$ cat src/rtl/bus_pkg.sv
package bus_pkg;

  // Default sizing of the set.
  localparam int CAPACITY_DEF  = 16;
  localparam int KEY_WIDTH_DEF = 32;

  // Fixed widths of the channel fields.
  localparam int ACT_W    = 2;
  localparam int KEY_IN_W = 32;
  localparam int STAT_W   = 2;
  localparam int OCC_W    = 5;

  // Action codes. Any other code behaves as a membership query.
  localparam logic [ACT_W-1:0] ACT_ADD    = 2'd0;
  localparam logic [ACT_W-1:0] ACT_REMOVE = 2'd1;
  localparam logic [ACT_W-1:0] ACT_QUERY  = 2'd2;

  // Result status codes.
  typedef enum logic [STAT_W-1:0] {
    ST_OK       = 2'd0,
    ST_FULL     = 2'd1,
    ST_DUP      = 2'd2,
    ST_NOTFOUND = 2'd3
  } status_t;

  // Sequencer states.
  typedef enum logic [2:0] {
    S_IDLE,
    S_SCAN,
    S_EXEC,
    S_SHIFT,
    S_REPORT
  } state_t;

endpackage

$ cat src/rtl/bus_in_if.sv
interface bus_in_if import bus_pkg::*; ();
  logic                valid;
  logic                ready;
  logic [ACT_W-1:0]    action;
  logic [KEY_IN_W-1:0] key;

  modport source (output valid, output action, output key, input ready);
  modport sink   (input valid, input action, input key, output ready);
endinterface

$ cat src/rtl/bus_out_if.sv
interface bus_out_if import bus_pkg::*; ();
  logic              valid;
  logic              ready;
  logic [STAT_W-1:0] status;
  logic              found;
  logic [OCC_W-1:0]  occupancy;

  modport source (output valid, output status, output found, output occupancy, input ready);
  modport sink   (input valid, input status, input found, input occupancy, output ready);
endinterface

$ cat src/rtl/bus_store.sv
module bus_store import bus_pkg::*; #(
  parameter int DEPTH  = CAPACITY_DEF,
  parameter int WIDTH  = KEY_WIDTH_DEF,
  parameter int ADDR_W = (DEPTH > 1) ? $clog2(DEPTH) : 1
) (
  input  logic              clk,
  input  logic              wr_en,
  input  logic [ADDR_W-1:0] wr_addr,
  input  logic [WIDTH-1:0]  wr_data,
  input  logic [ADDR_W-1:0] rd_addr,
  output logic [WIDTH-1:0]  rd_data
);

  logic [WIDTH-1:0] mem [DEPTH];
  logic [WIDTH-1:0] rd_data_r;

  // One write port.
  always_ff @(posedge clk) begin
    if (wr_en) begin
      mem[wr_addr] <= wr_data;
    end
  end

  // One read port with registered data.
  always_ff @(posedge clk) begin
    rd_data_r <= mem[rd_addr];
  end

  assign rd_data = rd_data_r;

endmodule

$ cat src/rtl/bounded_unique_set.sv
// A transaction is accepted, scanned for its key, executed, compacted on a removal that
// leaves entries after the removed one, and then reported.
// One transaction is worked on at a time; the single read port of the key store sets the pace.
// Reset empties the set by clearing the fill count; stored keys are not cleared.
module bounded_unique_set import bus_pkg::*; #(
  parameter int CAPACITY  = CAPACITY_DEF,
  parameter int KEY_WIDTH = KEY_WIDTH_DEF
) (
  input  logic  clk,
  input  logic  rst_n,
  bus_in_if.sink    in_ch,
  bus_out_if.source out_ch
);

  localparam int IDX_W = (CAPACITY > 1) ? $clog2(CAPACITY) : 1;
  localparam int CNT_W = $clog2(CAPACITY + 1);

  state_t               state_r, state_nxt;
  logic [ACT_W-1:0]     act_r, act_nxt;
  logic [KEY_WIDTH-1:0] key_r, key_nxt;
  logic [CNT_W-1:0]     count_r, count_nxt;
  logic [CNT_W-1:0]     ptr_r, ptr_nxt;
  logic                 pend_r, pend_nxt;
  logic [IDX_W-1:0]     pend_idx_r, pend_idx_nxt;
  logic                 found_r, found_nxt;
  logic [IDX_W-1:0]     pos_r, pos_nxt;
  status_t              status_r, status_nxt;

  logic                 out_valid_r;
  logic [STAT_W-1:0]    out_status_r;
  logic                 out_found_r;
  logic [OCC_W-1:0]     out_occ_r;
  logic                 out_load;

  logic [KEY_WIDTH-1:0] key_in;
  logic [OCC_W-1:0]     occ_now;
  logic [CNT_W-1:0]     pos_next_ext;
  logic                 hit;

  logic                 mem_we;
  logic [IDX_W-1:0]     mem_waddr;
  logic [KEY_WIDTH-1:0] mem_wdata;
  logic [IDX_W-1:0]     mem_raddr;
  logic [KEY_WIDTH-1:0] rd_data;

  // Keys are held on their low KEY_WIDTH bits.
  generate
    if (KEY_WIDTH <= KEY_IN_W) begin : g_key_trunc
      assign key_in = in_ch.key[KEY_WIDTH-1:0];
    end else begin : g_key_ext
      assign key_in = {{(KEY_WIDTH - KEY_IN_W){1'b0}}, in_ch.key};
    end
  endgenerate

  // The reported occupancy is the low bits of the count.
  generate
    if (CNT_W >= OCC_W) begin : g_occ_trunc
      assign occ_now = count_r[OCC_W-1:0];
    end else begin : g_occ_ext
      assign occ_now = {{(OCC_W - CNT_W){1'b0}}, count_r};
    end
  endgenerate

  assign pos_next_ext = CNT_W'(pos_r) + CNT_W'(1);
  assign hit          = pend_r && (rd_data == key_r);

  // Key store.
  bus_store #(
    .DEPTH  (CAPACITY),
    .WIDTH  (KEY_WIDTH),
    .ADDR_W (IDX_W)
  ) u_store (
    .clk     (clk),
    .wr_en   (mem_we),
    .wr_addr (mem_waddr),
    .wr_data (mem_wdata),
    .rd_addr (mem_raddr),
    .rd_data (rd_data)
  );

  // Control registers.
  always_ff @(posedge clk) begin
    if (!rst_n) begin
      state_r <= S_IDLE;
      count_r <= '0;
      pend_r  <= 1'b0;
    end else begin
      state_r <= state_nxt;
      count_r <= count_nxt;
      pend_r  <= pend_nxt;
    end
  end

  // Working registers of the current transaction.
  always_ff @(posedge clk) begin
    act_r      <= act_nxt;
    key_r      <= key_nxt;
    ptr_r      <= ptr_nxt;
    pend_idx_r <= pend_idx_nxt;
    found_r    <= found_nxt;
    pos_r      <= pos_nxt;
    status_r   <= status_nxt;
  end

  // Sequencer: scan for the key, apply the action, compact on removal.
  always_comb begin
    state_nxt    = state_r;
    act_nxt      = act_r;
    key_nxt      = key_r;
    count_nxt    = count_r;
    ptr_nxt      = ptr_r;
    pend_nxt     = 1'b0;
    pend_idx_nxt = pend_idx_r;
    found_nxt    = found_r;
    pos_nxt      = pos_r;
    status_nxt   = status_r;
    mem_we       = 1'b0;
    mem_waddr    = pend_idx_r - IDX_W'(1);
    mem_wdata    = rd_data;
    mem_raddr    = ptr_r[IDX_W-1:0];
    out_load     = 1'b0;

    unique case (state_r)
      S_IDLE: begin
        if (in_ch.valid) begin
          act_nxt   = in_ch.action;
          key_nxt   = key_in;
          ptr_nxt   = '0;
          found_nxt = 1'b0;
          state_nxt = S_SCAN;
        end
      end

      // One read is issued per cycle; its data is compared in the cycle after.
      S_SCAN: begin
        priority if (hit) begin
          found_nxt = 1'b1;
          pos_nxt   = pend_idx_r;
          state_nxt = S_EXEC;
        end else if (ptr_r < count_r) begin
          pend_nxt     = 1'b1;
          pend_idx_nxt = ptr_r[IDX_W-1:0];
          ptr_nxt      = ptr_r + CNT_W'(1);
        end else begin
          state_nxt = S_EXEC;
        end
      end

      // A query and the spare code change nothing.
      S_EXEC: begin
        status_nxt = ST_OK;
        state_nxt  = S_REPORT;
        if (act_r == ACT_ADD) begin
          priority if (count_r == CNT_W'(CAPACITY)) begin
            status_nxt = ST_FULL;
          end else if (found_r) begin
            status_nxt = ST_DUP;
          end else begin
            mem_we    = 1'b1;
            mem_waddr = count_r[IDX_W-1:0];
            mem_wdata = key_r;
            count_nxt = count_r + CNT_W'(1);
          end
        end else if (act_r == ACT_REMOVE) begin
          priority if (!found_r) begin
            status_nxt = ST_NOTFOUND;
          end else if (pos_next_ext < count_r) begin
            ptr_nxt   = pos_next_ext;
            state_nxt = S_SHIFT;
          end else begin
            count_nxt = count_r - CNT_W'(1);
          end
        end
      end

      // Each entry after the removed one is read and written one place lower.
      S_SHIFT: begin
        if (pend_r) begin
          mem_we = 1'b1;
        end
        if (ptr_r < count_r) begin
          pend_nxt     = 1'b1;
          pend_idx_nxt = ptr_r[IDX_W-1:0];
          ptr_nxt      = ptr_r + CNT_W'(1);
        end else begin
          count_nxt = count_r - CNT_W'(1);
          state_nxt = S_REPORT;
        end
      end

      S_REPORT: begin
        if (!out_valid_r || out_ch.ready) begin
          out_load  = 1'b1;
          state_nxt = S_IDLE;
        end
      end

      default: begin
        state_nxt = S_IDLE;
      end
    endcase
  end

  // Output register.
  always_ff @(posedge clk) begin
    if (!rst_n) begin
      out_valid_r <= 1'b0;
    end else if (out_load) begin
      out_valid_r <= 1'b1;
    end else if (out_ch.ready) begin
      out_valid_r <= 1'b0;
    end
  end

  always_ff @(posedge clk) begin
    if (out_load) begin
      out_status_r <= status_r;
      out_found_r  <= found_r;
      out_occ_r    <= occ_now;
    end
  end

  assign in_ch.ready      = (state_r == S_IDLE);
  assign out_ch.valid     = out_valid_r;
  assign out_ch.status    = out_status_r;
  assign out_ch.found     = out_found_r;
  assign out_ch.occupancy = out_occ_r;

  // The fill count never passes the capacity.
  a_count_bound: assert property (@(posedge clk) disable iff (!rst_n)
    count_r <= CNT_W'(CAPACITY))
    else $error("fill count above capacity");

  // The store is never written while it is being searched.
  a_no_write_in_scan: assert property (@(posedge clk) disable iff (!rst_n)
    (state_r == S_SCAN) |-> !mem_we)
    else $error("store written during scan");

  // A new result appears only out of the report step.
  a_result_from_report: assert property (@(posedge clk) disable iff (!rst_n)
    ($past(rst_n) && $rose(out_valid_r)) |-> ($past(state_r) == S_REPORT))
    else $error("result loaded outside report step");

  // The count changes only when an action is applied or compaction ends.
  a_count_change: assert property (@(posedge clk) disable iff (!rst_n)
    ($past(rst_n) && !$stable(count_r)) |->
      ($past(state_r) == S_EXEC || $past(state_r) == S_SHIFT))
    else $error("fill count changed outside execute or shift");

endmodule

$ cat src/flat_wrapper.sv
// flat-port wrapper written by rule: the top's interface ports become plain ports
module bounded_unique_set_flat import bus_pkg::*;
#(
  parameter int CAPACITY  = CAPACITY_DEF,
  parameter int KEY_WIDTH = KEY_WIDTH_DEF
)
  (clk, rst_n, in_ch_valid, in_ch_action, in_ch_key, in_ch_ready, out_ch_valid, out_ch_status, out_ch_found, out_ch_occupancy, out_ch_ready);
  bus_in_if in_ch_i ();
  bus_out_if out_ch_i ();
  input  logic clk;
  input  logic rst_n;
  input wire logic [$bits(in_ch_i.valid)-1:0] in_ch_valid;
  input wire logic [$bits(in_ch_i.action)-1:0] in_ch_action;
  input wire logic [$bits(in_ch_i.key)-1:0] in_ch_key;
  output wire logic [$bits(in_ch_i.ready)-1:0] in_ch_ready;
  output wire logic [$bits(out_ch_i.valid)-1:0] out_ch_valid;
  output wire logic [$bits(out_ch_i.status)-1:0] out_ch_status;
  output wire logic [$bits(out_ch_i.found)-1:0] out_ch_found;
  output wire logic [$bits(out_ch_i.occupancy)-1:0] out_ch_occupancy;
  input wire logic [$bits(out_ch_i.ready)-1:0] out_ch_ready;
  assign in_ch_i.valid = in_ch_valid;
  assign in_ch_i.action = in_ch_action;
  assign in_ch_i.key = in_ch_key;
  assign in_ch_ready = in_ch_i.ready;
  assign out_ch_valid = out_ch_i.valid;
  assign out_ch_status = out_ch_i.status;
  assign out_ch_found = out_ch_i.found;
  assign out_ch_occupancy = out_ch_i.occupancy;
  assign out_ch_i.ready = out_ch_ready;
  bounded_unique_set #(.CAPACITY(CAPACITY), .KEY_WIDTH(KEY_WIDTH)) u_core (.clk(clk), .rst_n(rst_n), .in_ch(in_ch_i), .out_ch(out_ch_i));
endmodule
$ cat config.mk
export PLATFORM = sky130hd
export DESIGN_NAME = bounded_unique_set_flat
export DESIGN_NICKNAME = d
export VERILOG_FILES = /design/src/rtl/bus_pkg.sv /design/src/rtl/bus_in_if.sv /design/src/rtl/bus_out_if.sv /design/src/rtl/bus_store.sv /design/src/rtl/bounded_unique_set.sv /design/src/flat_wrapper.sv
export SDC_FILE = /design/constraint.sdc
export NUM_CORES = 1
export LEC_CHECK = 0
export BUFFER_PORTS_ARGS = -buffer_cell sky130_fd_sc_hd__buf_2
export CAP_MARGIN = 10
export CORE_MARGIN = 8
export CORE_UTILIZATION = 35
export DETAILED_ROUTE_END_ITERATION = 10
export PLACE_DENSITY = 0.51
export SETUP_SLACK_MARGIN = 0.2
export SYNTH_ARGS = -nofsm -noshare
export SYNTH_HDL_FRONTEND = slang
export SYNTH_HIERARCHICAL = 1
export SYNTH_SLANG_ARGS = --single-unit
$ cat constraint.sdc
create_clock -name clk -period 6.6 [get_ports clk]
set_input_delay 0.99 -clock clk [delete_from_list [all_inputs] [get_ports clk]]
set_output_delay 0.99 -clock clk [all_outputs]
set_load 0.005 [all_outputs]
==> metrics.cfg, run 1 <==
[sta]
max-slew-margin-rel_pct = 15.26
post_layout_worst_setup_margin_ps = 1857
post-route-period-util_pct = 71.86
timing.final.max_slew_violations = 0
worst_clock_skew_ps = 29.10
finalSetupViolCount = 0
timing.fmax_mhz = 210.8
setup_total_negative_slack_ps = 0
hold_viol = 0
worst_pin_slew_ps = 1268
grt_setup_unrepaired = false
finalWorstPathRequiredPeriod_ps = 4743

[routing]
drtIter0Drc = 1051
drt.antenna.violating_nets = 0
route.detailed.drc = 0
post_drt_via_cell_ratio = 5.279
route.vias.total = 11660
totalWireLength_mm = 56.20
drtPass1Iterations = 5
route.detailed.wl_per_inst_microns = 25.44

[clocking]
numCtsBuffers = 67
ctsRootBufferMaster = clkbuf_16
post_cts_resize_count = 0
cts.htree.levels = 3
worstSkewPairLatency_ps = 590
cts_setup_buffers = 0
numClockSinks = 612
ctsHoldBuffers = 0
tritoncts = done
clk_pin_slew_ps = 60
cts.path.max_buffers = 3

[yosys]
post_synth_main_area_contributors = edfxtp_1 (72%), mux4_2 (12%), dfxtp_1 (3.6%)
yosys_warnings = 6
netlist.top_cell.by_area = edfxtp_1
yosys_register_bits = 612
synth_cell_type_count = 55
synthesis.area_sq_um = 23640
async_set_or_reset_register_ratio_after_synthesis_pct = 0
synth-edff-count = 570
synth.top_cell.area_share_pct = 72.40
syn-instance-count = 1214
synth_ff_type = edfxtp_1
synth_fp_nets = 1266
synth_sequential_area_ratio_pct = 75.96
post_synth.cell_area_avg_sq_um = 19.47

[critical_path]
worst_ep_required_time_ps = 6790
critical_path.top_delay_family = simple AND/OR/NAND/NOR gates
type_of_the_worst_setup_path = flip-flop to flip-flop
crit_path_end_kind = flip-flop
critical_path_arrival_ps = 4930
critical_path.max_stage_delay_ps = 1090
crit_chain = inv_1, ha_1, nor4bb_2, or2_4, or4_4, a21oi_1, nand2_1, nor2_4
crit_buf_inv = 1
worst_setup_path_start_kind = flip-flop
path_max_fanout = 38
timing.critical_path.slowest_stage_cell = nor2_4

[global_routing]
grt_antenna_before_repair = 0
grt_pass1_wl_mm = 82.45
grtUsageTotal_pct = 14.81
grt_max_degree = 133
grt_pass1_vias = 11750
grt_remaining_overflow = 0

[placed_design]
input_output_buffers = 47
gp_congestion = 0.8145
post-dp-hpwl_mm = 33.33
placement.setup.worst_slack_ps = 1810
post_dp_cell_area_sq_um = 24920
dp.cells = 2090

[floorplanning]
ioPinCount = 48
die_width_microns = 275.9
core-area_sq_um = 67040
die_area_sq_um = 76120
die_height_microns = 275.9
initial_core_util_pct = 35.27
core.rowCount = 95

[cells_and_area]
nNetsFinal = 1340
antenna_cells = 0
num-fill-cells = 6009
drive_gt1_share_pct = 23.05
syn_to_final_growth_pct = 14.06
multiInputGateArea_sq_um = 5488
mostFrequentLayoutCells = edfxtp_1 (570), nand2_1 (139), mux4_2 (128), clkbuf_16 (69), a22oi_1 (65)
layout.core_utilization_pct = 40.22
layout.cells.most_common = edfxtp_1
final-seq-area_sq_um = 17960
layout.cells.non_filler = 2209
total_non_filler_cell_area_in_the_finished_layout_sq_um = 26960

[run_status]
status = complete, no violations

[pwr]
p_int_uw = 8091
share_clk_of_total_power_pct = 29.3
switching_share_pct = 31.05
combinationalPowerShare_pct = 26.2
power_density_nw_per_um2 = 435.2
ir_worst_vdd_v = 0.0003395
seqPwrFrac_pct = 44.4
power.static_leakage_uw = 0.008600
switching_power_summed_over_all_nets_uw = 3643

[hold_path]
type_of_the_most_critical_hold_path = flip-flop to flip-flop

[run]
maxCapViolCount = 0

## power groups by stage
stage / combinational, uW / clock [uW] / sequential, uW
after global placement: 3060 / 0 / 5290
final: 3080 / 3440 / 5210
after floorplan: 2050 / 0 / 5190
after CTS: 3110 / 3540 / 5220
after global routing: 3340 / 3690 / 5240
after detailed placement: 3100 / 0 / 5300
## synth_stat cells (all sizes together) (12+ instances only)
cell,instances
nand2,139
edfxtp,570
nor3,14
o21ai,12
a21oi,13
nor2,32
ha,14
buf,36
inv,13
dfxtp,42
clkbuf,18
a22oi,65
xnor2,35
mux4,128
## through the flow
stage,total power [uW],hold slack [ps]
detailed placement,8398,421.5
CTS,11870,435.6
floorplan,7236,400.3
global route,12270,440.0
finish,11730,429.3
global placement,8341,402.9
## state kept, by name, summed over array words and instances, names as in the netlist
register,cells
u_core/u_store/mem,512
u_core/key_r,32
u_core/u_store/rd_data,32
u_core/count_r,5
u_core/out_ch.occupancy,5
u_core/ptr_r,5
u_core/pend_idx_r,4
u_core/pos_r,4
u_core/state_r,3
u_core/act_r,2
u_core/out_ch.status,2
u_core/status_r,2
u_core/found_r,1
u_core/out_ch.found,1
u_core/out_ch.valid,1
u_core/pend_r,1
## final cells by class
cell class	instances	area share (%)
Sequential cell	612	66.60
Multi-Input combinational cell	535	20.35
Clock buffer	97	7.090
Tap cell	873	4.051
Timing Repair Buffer	59	1.360
Clock inverter	20	0.3712
Inverter	13	0.1810
## cells by family (layout without fill, tap and decap cells)
group | after synthesis | count (layout) | share of synthesized area (%)
xor gates and xnor gates | 41 | 41 | 1.519
AOI/OAI and AO/OA | 108 | 108 | 3.313
muxes | 130 | 130 | 12.28
DFF | 612 | 612 | 75.96
buffers and inverters | 67 | 189 | 1.402
adders and majority gates | 14 | 14 | 0.7409
and+or+nand+nor | 242 | 242 | 4.790
## worst reg2reg max path, stage by stage (launching register included)
cell      delay (ps)
dfxtp_1          450
inv_1            150
ha_1             210
nor4bb_2         180
or2_4            280
or4_4            670
a21oi_1          820
nand2_1          510
nor2_4          1090
## per-layer routing
metal	up-vias	wire length, microns	track usage (%)
li1	5042	-	-
met1	6211	27830	23.04
met2	326	24170	20.82
met3	82	2902	3.013
met4	0	1289	4.062
met5	-	0	0
## final timing paths
kind	end	startpoint	depth (start not counted)	slack (ps)
hold reg to reg	u_core/out_ch.status[0]$_DFFE_PP_	u_core/status_r[0]$_DFFE_PP_	0	430
setup reg to reg	u_core/u_store/mem[7][4]$_DFFE_PP_	u_core/count_r[0]$_SDFFE_PN0P_	8	1860
hold / removal	u_core/out_ch.status[0]$_DFFE_PP_	u_core/status_r[0]$_DFFE_PP_	0	430
setup / recovery	u_core/u_store/mem[7][4]$_DFFE_PP_	u_core/count_r[0]$_SDFFE_PN0P_	8	1860
No activity file was read; power rests on OpenSTA's default activity.
==> run 2: changes to the inputs <==
- PLACE_DENSITY: 0.51 -> 0.52
- clock period: 6.6 -> 4.3 ns (I/O delays scaled with it)
==> run 2 against run 1 <==
  * Critical path depth rose by 2
  * Highest routed layer unchanged
  * Core utilization rose by 0.41 points
  * Critical endpoint is now u_core/u_store/mem[8][21]$_DFFE_PP_
  * Non-clock buffer count up 15
  * Critical path type unchanged
  * Sequential power rose by 54%
  * Maximum frequency grew 22%
==> metrics.cfg, run 2 (synthesis gave the netlist of run 1 again) <==
[routing]
route.detailed.drc = 0  ; unchanged
route.detailed.wl_per_inst_microns = 25.06  ; -1.5%
post_drt_via_cell_ratio = 5.248  ; -0.59%
totalWireLength_mm = 55.78  ; -0.75%
drtPass1Iterations = 5  ; unchanged
drtIter0Drc = 1044  ; -0.67%
route.vias.total = 11680  ; +0.17%
drt.antenna.violating_nets = 0  ; unchanged

[global_routing]
grt_pass1_vias = 11940  ; +1.6%
grt_remaining_overflow = 0  ; unchanged
grt_pass1_wl_mm = 82.13  ; -0.39%
grt_antenna_before_repair = 1  ; +1
grtUsageTotal_pct = 14.78  ; -0.033 points
grt_max_degree = 132  ; -0.75%

[clocking]
worstSkewPairLatency_ps = 600  ; about the same
cts_setup_buffers = 0  ; unchanged
tritoncts = done
ctsHoldBuffers = 0  ; unchanged
numCtsBuffers = 67  ; unchanged
cts.path.max_buffers = 3  ; unchanged
clk_pin_slew_ps = 60  ; about the same
post_cts_resize_count = 0  ; unchanged
numClockSinks = 612  ; unchanged
cts.htree.levels = 3  ; unchanged
ctsRootBufferMaster = clkbuf_16

[sta]
finalSetupViolCount = 0  ; unchanged
timing.final.max_slew_violations = 0  ; unchanged
finalWorstPathRequiredPeriod_ps = 3891  ; -852.3 ps
grt_setup_unrepaired = false
timing.fmax_mhz = 257.0  ; +22%
max-slew-margin-rel_pct = 29.02  ; +14 points
setup_total_negative_slack_ps = 0  ; unchanged
worst_clock_skew_ps = 22.42  ; -6.679 ps
hold_viol = 0  ; unchanged
worst_pin_slew_ps = 1054  ; -214.5 ps
post-route-period-util_pct = 90.48  ; +19 points

[critical_path]
cp_startpoint = u_core/count_r[0]$_SDFFE_PN0P_
crit_path_frequent_cell = buf_4
crit_buf_inv = 3  ; +2
critical_path.max_stage_delay_ps = 490  ; -600 ps
r2r-start = u_core/count_r[0]$_SDFFE_PN0P_
worst-path-stages = 10  ; +2
critical_path.top_delay_family = simple AND/OR/NAND/NOR gates
crit_chain = inv_1, ha_1, nor4bb_2, or2_4, or4_4, buf_4, a21oi_1, nand3b_1, nor3_4, buf_4
rr_worst_depth = 10  ; +2
crit_path_end_kind = flip-flop
timing.critical_path.slowest_stage_cell = dfxtp_1
path_max_fanout = 34  ; -11%
type_of_the_worst_setup_path = flip-flop to flip-flop
worst_ep_required_time_ps = 4510  ; -2280 ps
crit-reg2reg-capture = u_core/u_store/mem[8][21]$_DFFE_PP_
critical_path_arrival_ps = 4100  ; -830 ps
worst_setup_path_start_kind = flip-flop
reg2reg_setup_slack_ps = 410  ; -1450 ps
crit_path_end = u_core/u_store/mem[8][21]$_DFFE_PP_

[pwr]
share_clk_of_total_power_pct = 29.8  ; +0.5 points
combinationalPowerShare_pct = 26.1  ; about the same
seqPwrFrac_pct = 44.2  ; -0.2 points
switching_power_summed_over_all_nets_uw = 5693  ; +56%
power.static_leakage_uw = 0.008732  ; +1.5%
p_int_uw = 12480  ; +54%
power_density_nw_per_um2 = 667.2  ; +53%
switching_share_pct = 31.32  ; +0.28 points
ir_worst_vdd_v = 0.0004492  ; +32%

[hold_path]
hold-path-cell-count = 1  ; +1
type_of_the_most_critical_hold_path = input port to flip-flop

[cells_and_area]
layout.cells.most_common = edfxtp_1
total_non_filler_cell_area_in_the_finished_layout_sq_um = 27240  ; +1.0%
largest_register_ff_count = 512  ; unchanged
syn_to_final_growth_pct = 15.21
nNetsFinal = 1355  ; +1.1%
antenna_cells = 0  ; unchanged
mostFrequentLayoutCells = edfxtp_1 (570), nand2_1 (139), mux4_2 (128), clkbuf_16 (68), a22oi_1 (65)
largest-register = u_core/u_store/mem
drive_gt1_share_pct = 24.32  ; +1.3 points
num-fill-cells = 6008  ; -0.017%

[floorplanning]
die_height_microns = 275.9  ; unchanged
ioPinCount = 48  ; unchanged
die_width_microns = 275.9  ; unchanged
die_area_sq_um = 76120  ; unchanged
core.rowCount = 95  ; unchanged
initial_core_util_pct = 35.27  ; unchanged
core-area_sq_um = 67040  ; unchanged

[placed_design]
input_output_buffers = 47  ; unchanged
post-dp-hpwl_mm = 34.47  ; +3.4%
gp_congestion = 0.8494  ; +4.3%
post_dp_cell_area_sq_um = 25160  ; +0.96%

[run_status]
status = complete, no violations

[run]
maxCapViolCount = 0  ; unchanged

run 2: changes by cell type in the layout (fill, tap and decap cells not counted), moves of 2 or more:
cell and delta:
buf_4 +10, bufinv_16 +2, clkbuf_1 -4, clkbuf_8 -3, buf_12 +6, clkinv_8 +3, nor3_2 -4, nor3_4 +4
clkinv_4 +2
run 2: power groups by stage:
stage | Clock [uW] | Combinational, uW | Sequential, uW
after floorplan | 0 | 3150 | 7960
after global placement | 0 | 4740 | 8140
after detailed placement | 0 | 4800 | 8150
after CTS | 5570 | 4810 | 8030
after global routing | 5810 | 5140 | 8060
final | 5410 | 4740 | 8020
run 2: routing by layer:
layer | part of all wire (%) | track usage, % | up-vias
li1 | - | - | 5078
met5 | 0 | 0 | -
met3 | 5.5 | 2.780 | 66
met4 | 2.1 | 4.450 | 0
met2 | 45 | 22.04 | 321
met1 | 47 | 21.89 | 6216
run 2: layout make-up:
cell class / instances / area, sq um / area share, %
clock buffer: 89 / 1831 / 6.721
tap: 873 / 1092 / 4.010
sequential: 612 / 17960 / 65.93
timing repair buffer: 74 / 550.5 / 2.021
clock inverter: 30 / 245.2 / 0.9004
multi-input combinational: 535 / 5513 / 20.24
inverter: 13 / 48.80 / 0.1792
run 2: how the worst min path moves through the flow:
stage | from | slack [ps] | end
global placement | u_core/status_r[0]$_DFFE_PP_ | 400 | u_core/out_ch.status[0]$_DFFE_PP_
global route | in_ch_key[13] | 190 | u_core/key_r[13]$_DFFE_PP_
CTS | in_ch_key[13] | 180 | u_core/key_r[13]$_DFFE_PP_
detailed placement | u_core/status_r[0]$_DFFE_PP_ | 420 | u_core/out_ch.status[0]$_DFFE_PP_
floorplan | u_core/status_r[0]$_DFFE_PP_ | 400 | u_core/out_ch.status[0]$_DFFE_PP_
finish | in_ch_key[13] | 220 | u_core/key_r[13]$_DFFE_PP_
run 2: through the flow:
step	utilization, %	total power (uW)	instances	setup slack, ps	hold slack (ps)
detailed placement	37.53	12950	2107	404.0	417.9
finish	40.63	18170	2226	409.4	223.9
floorplan	-	11110	1214	108.1	400.3
global placement	37.53	12880	2107	542.6	404.3
global route	40.63	19000	2226	225.3	188.3
CTS	40.63	18400	2226	409.1	179.0
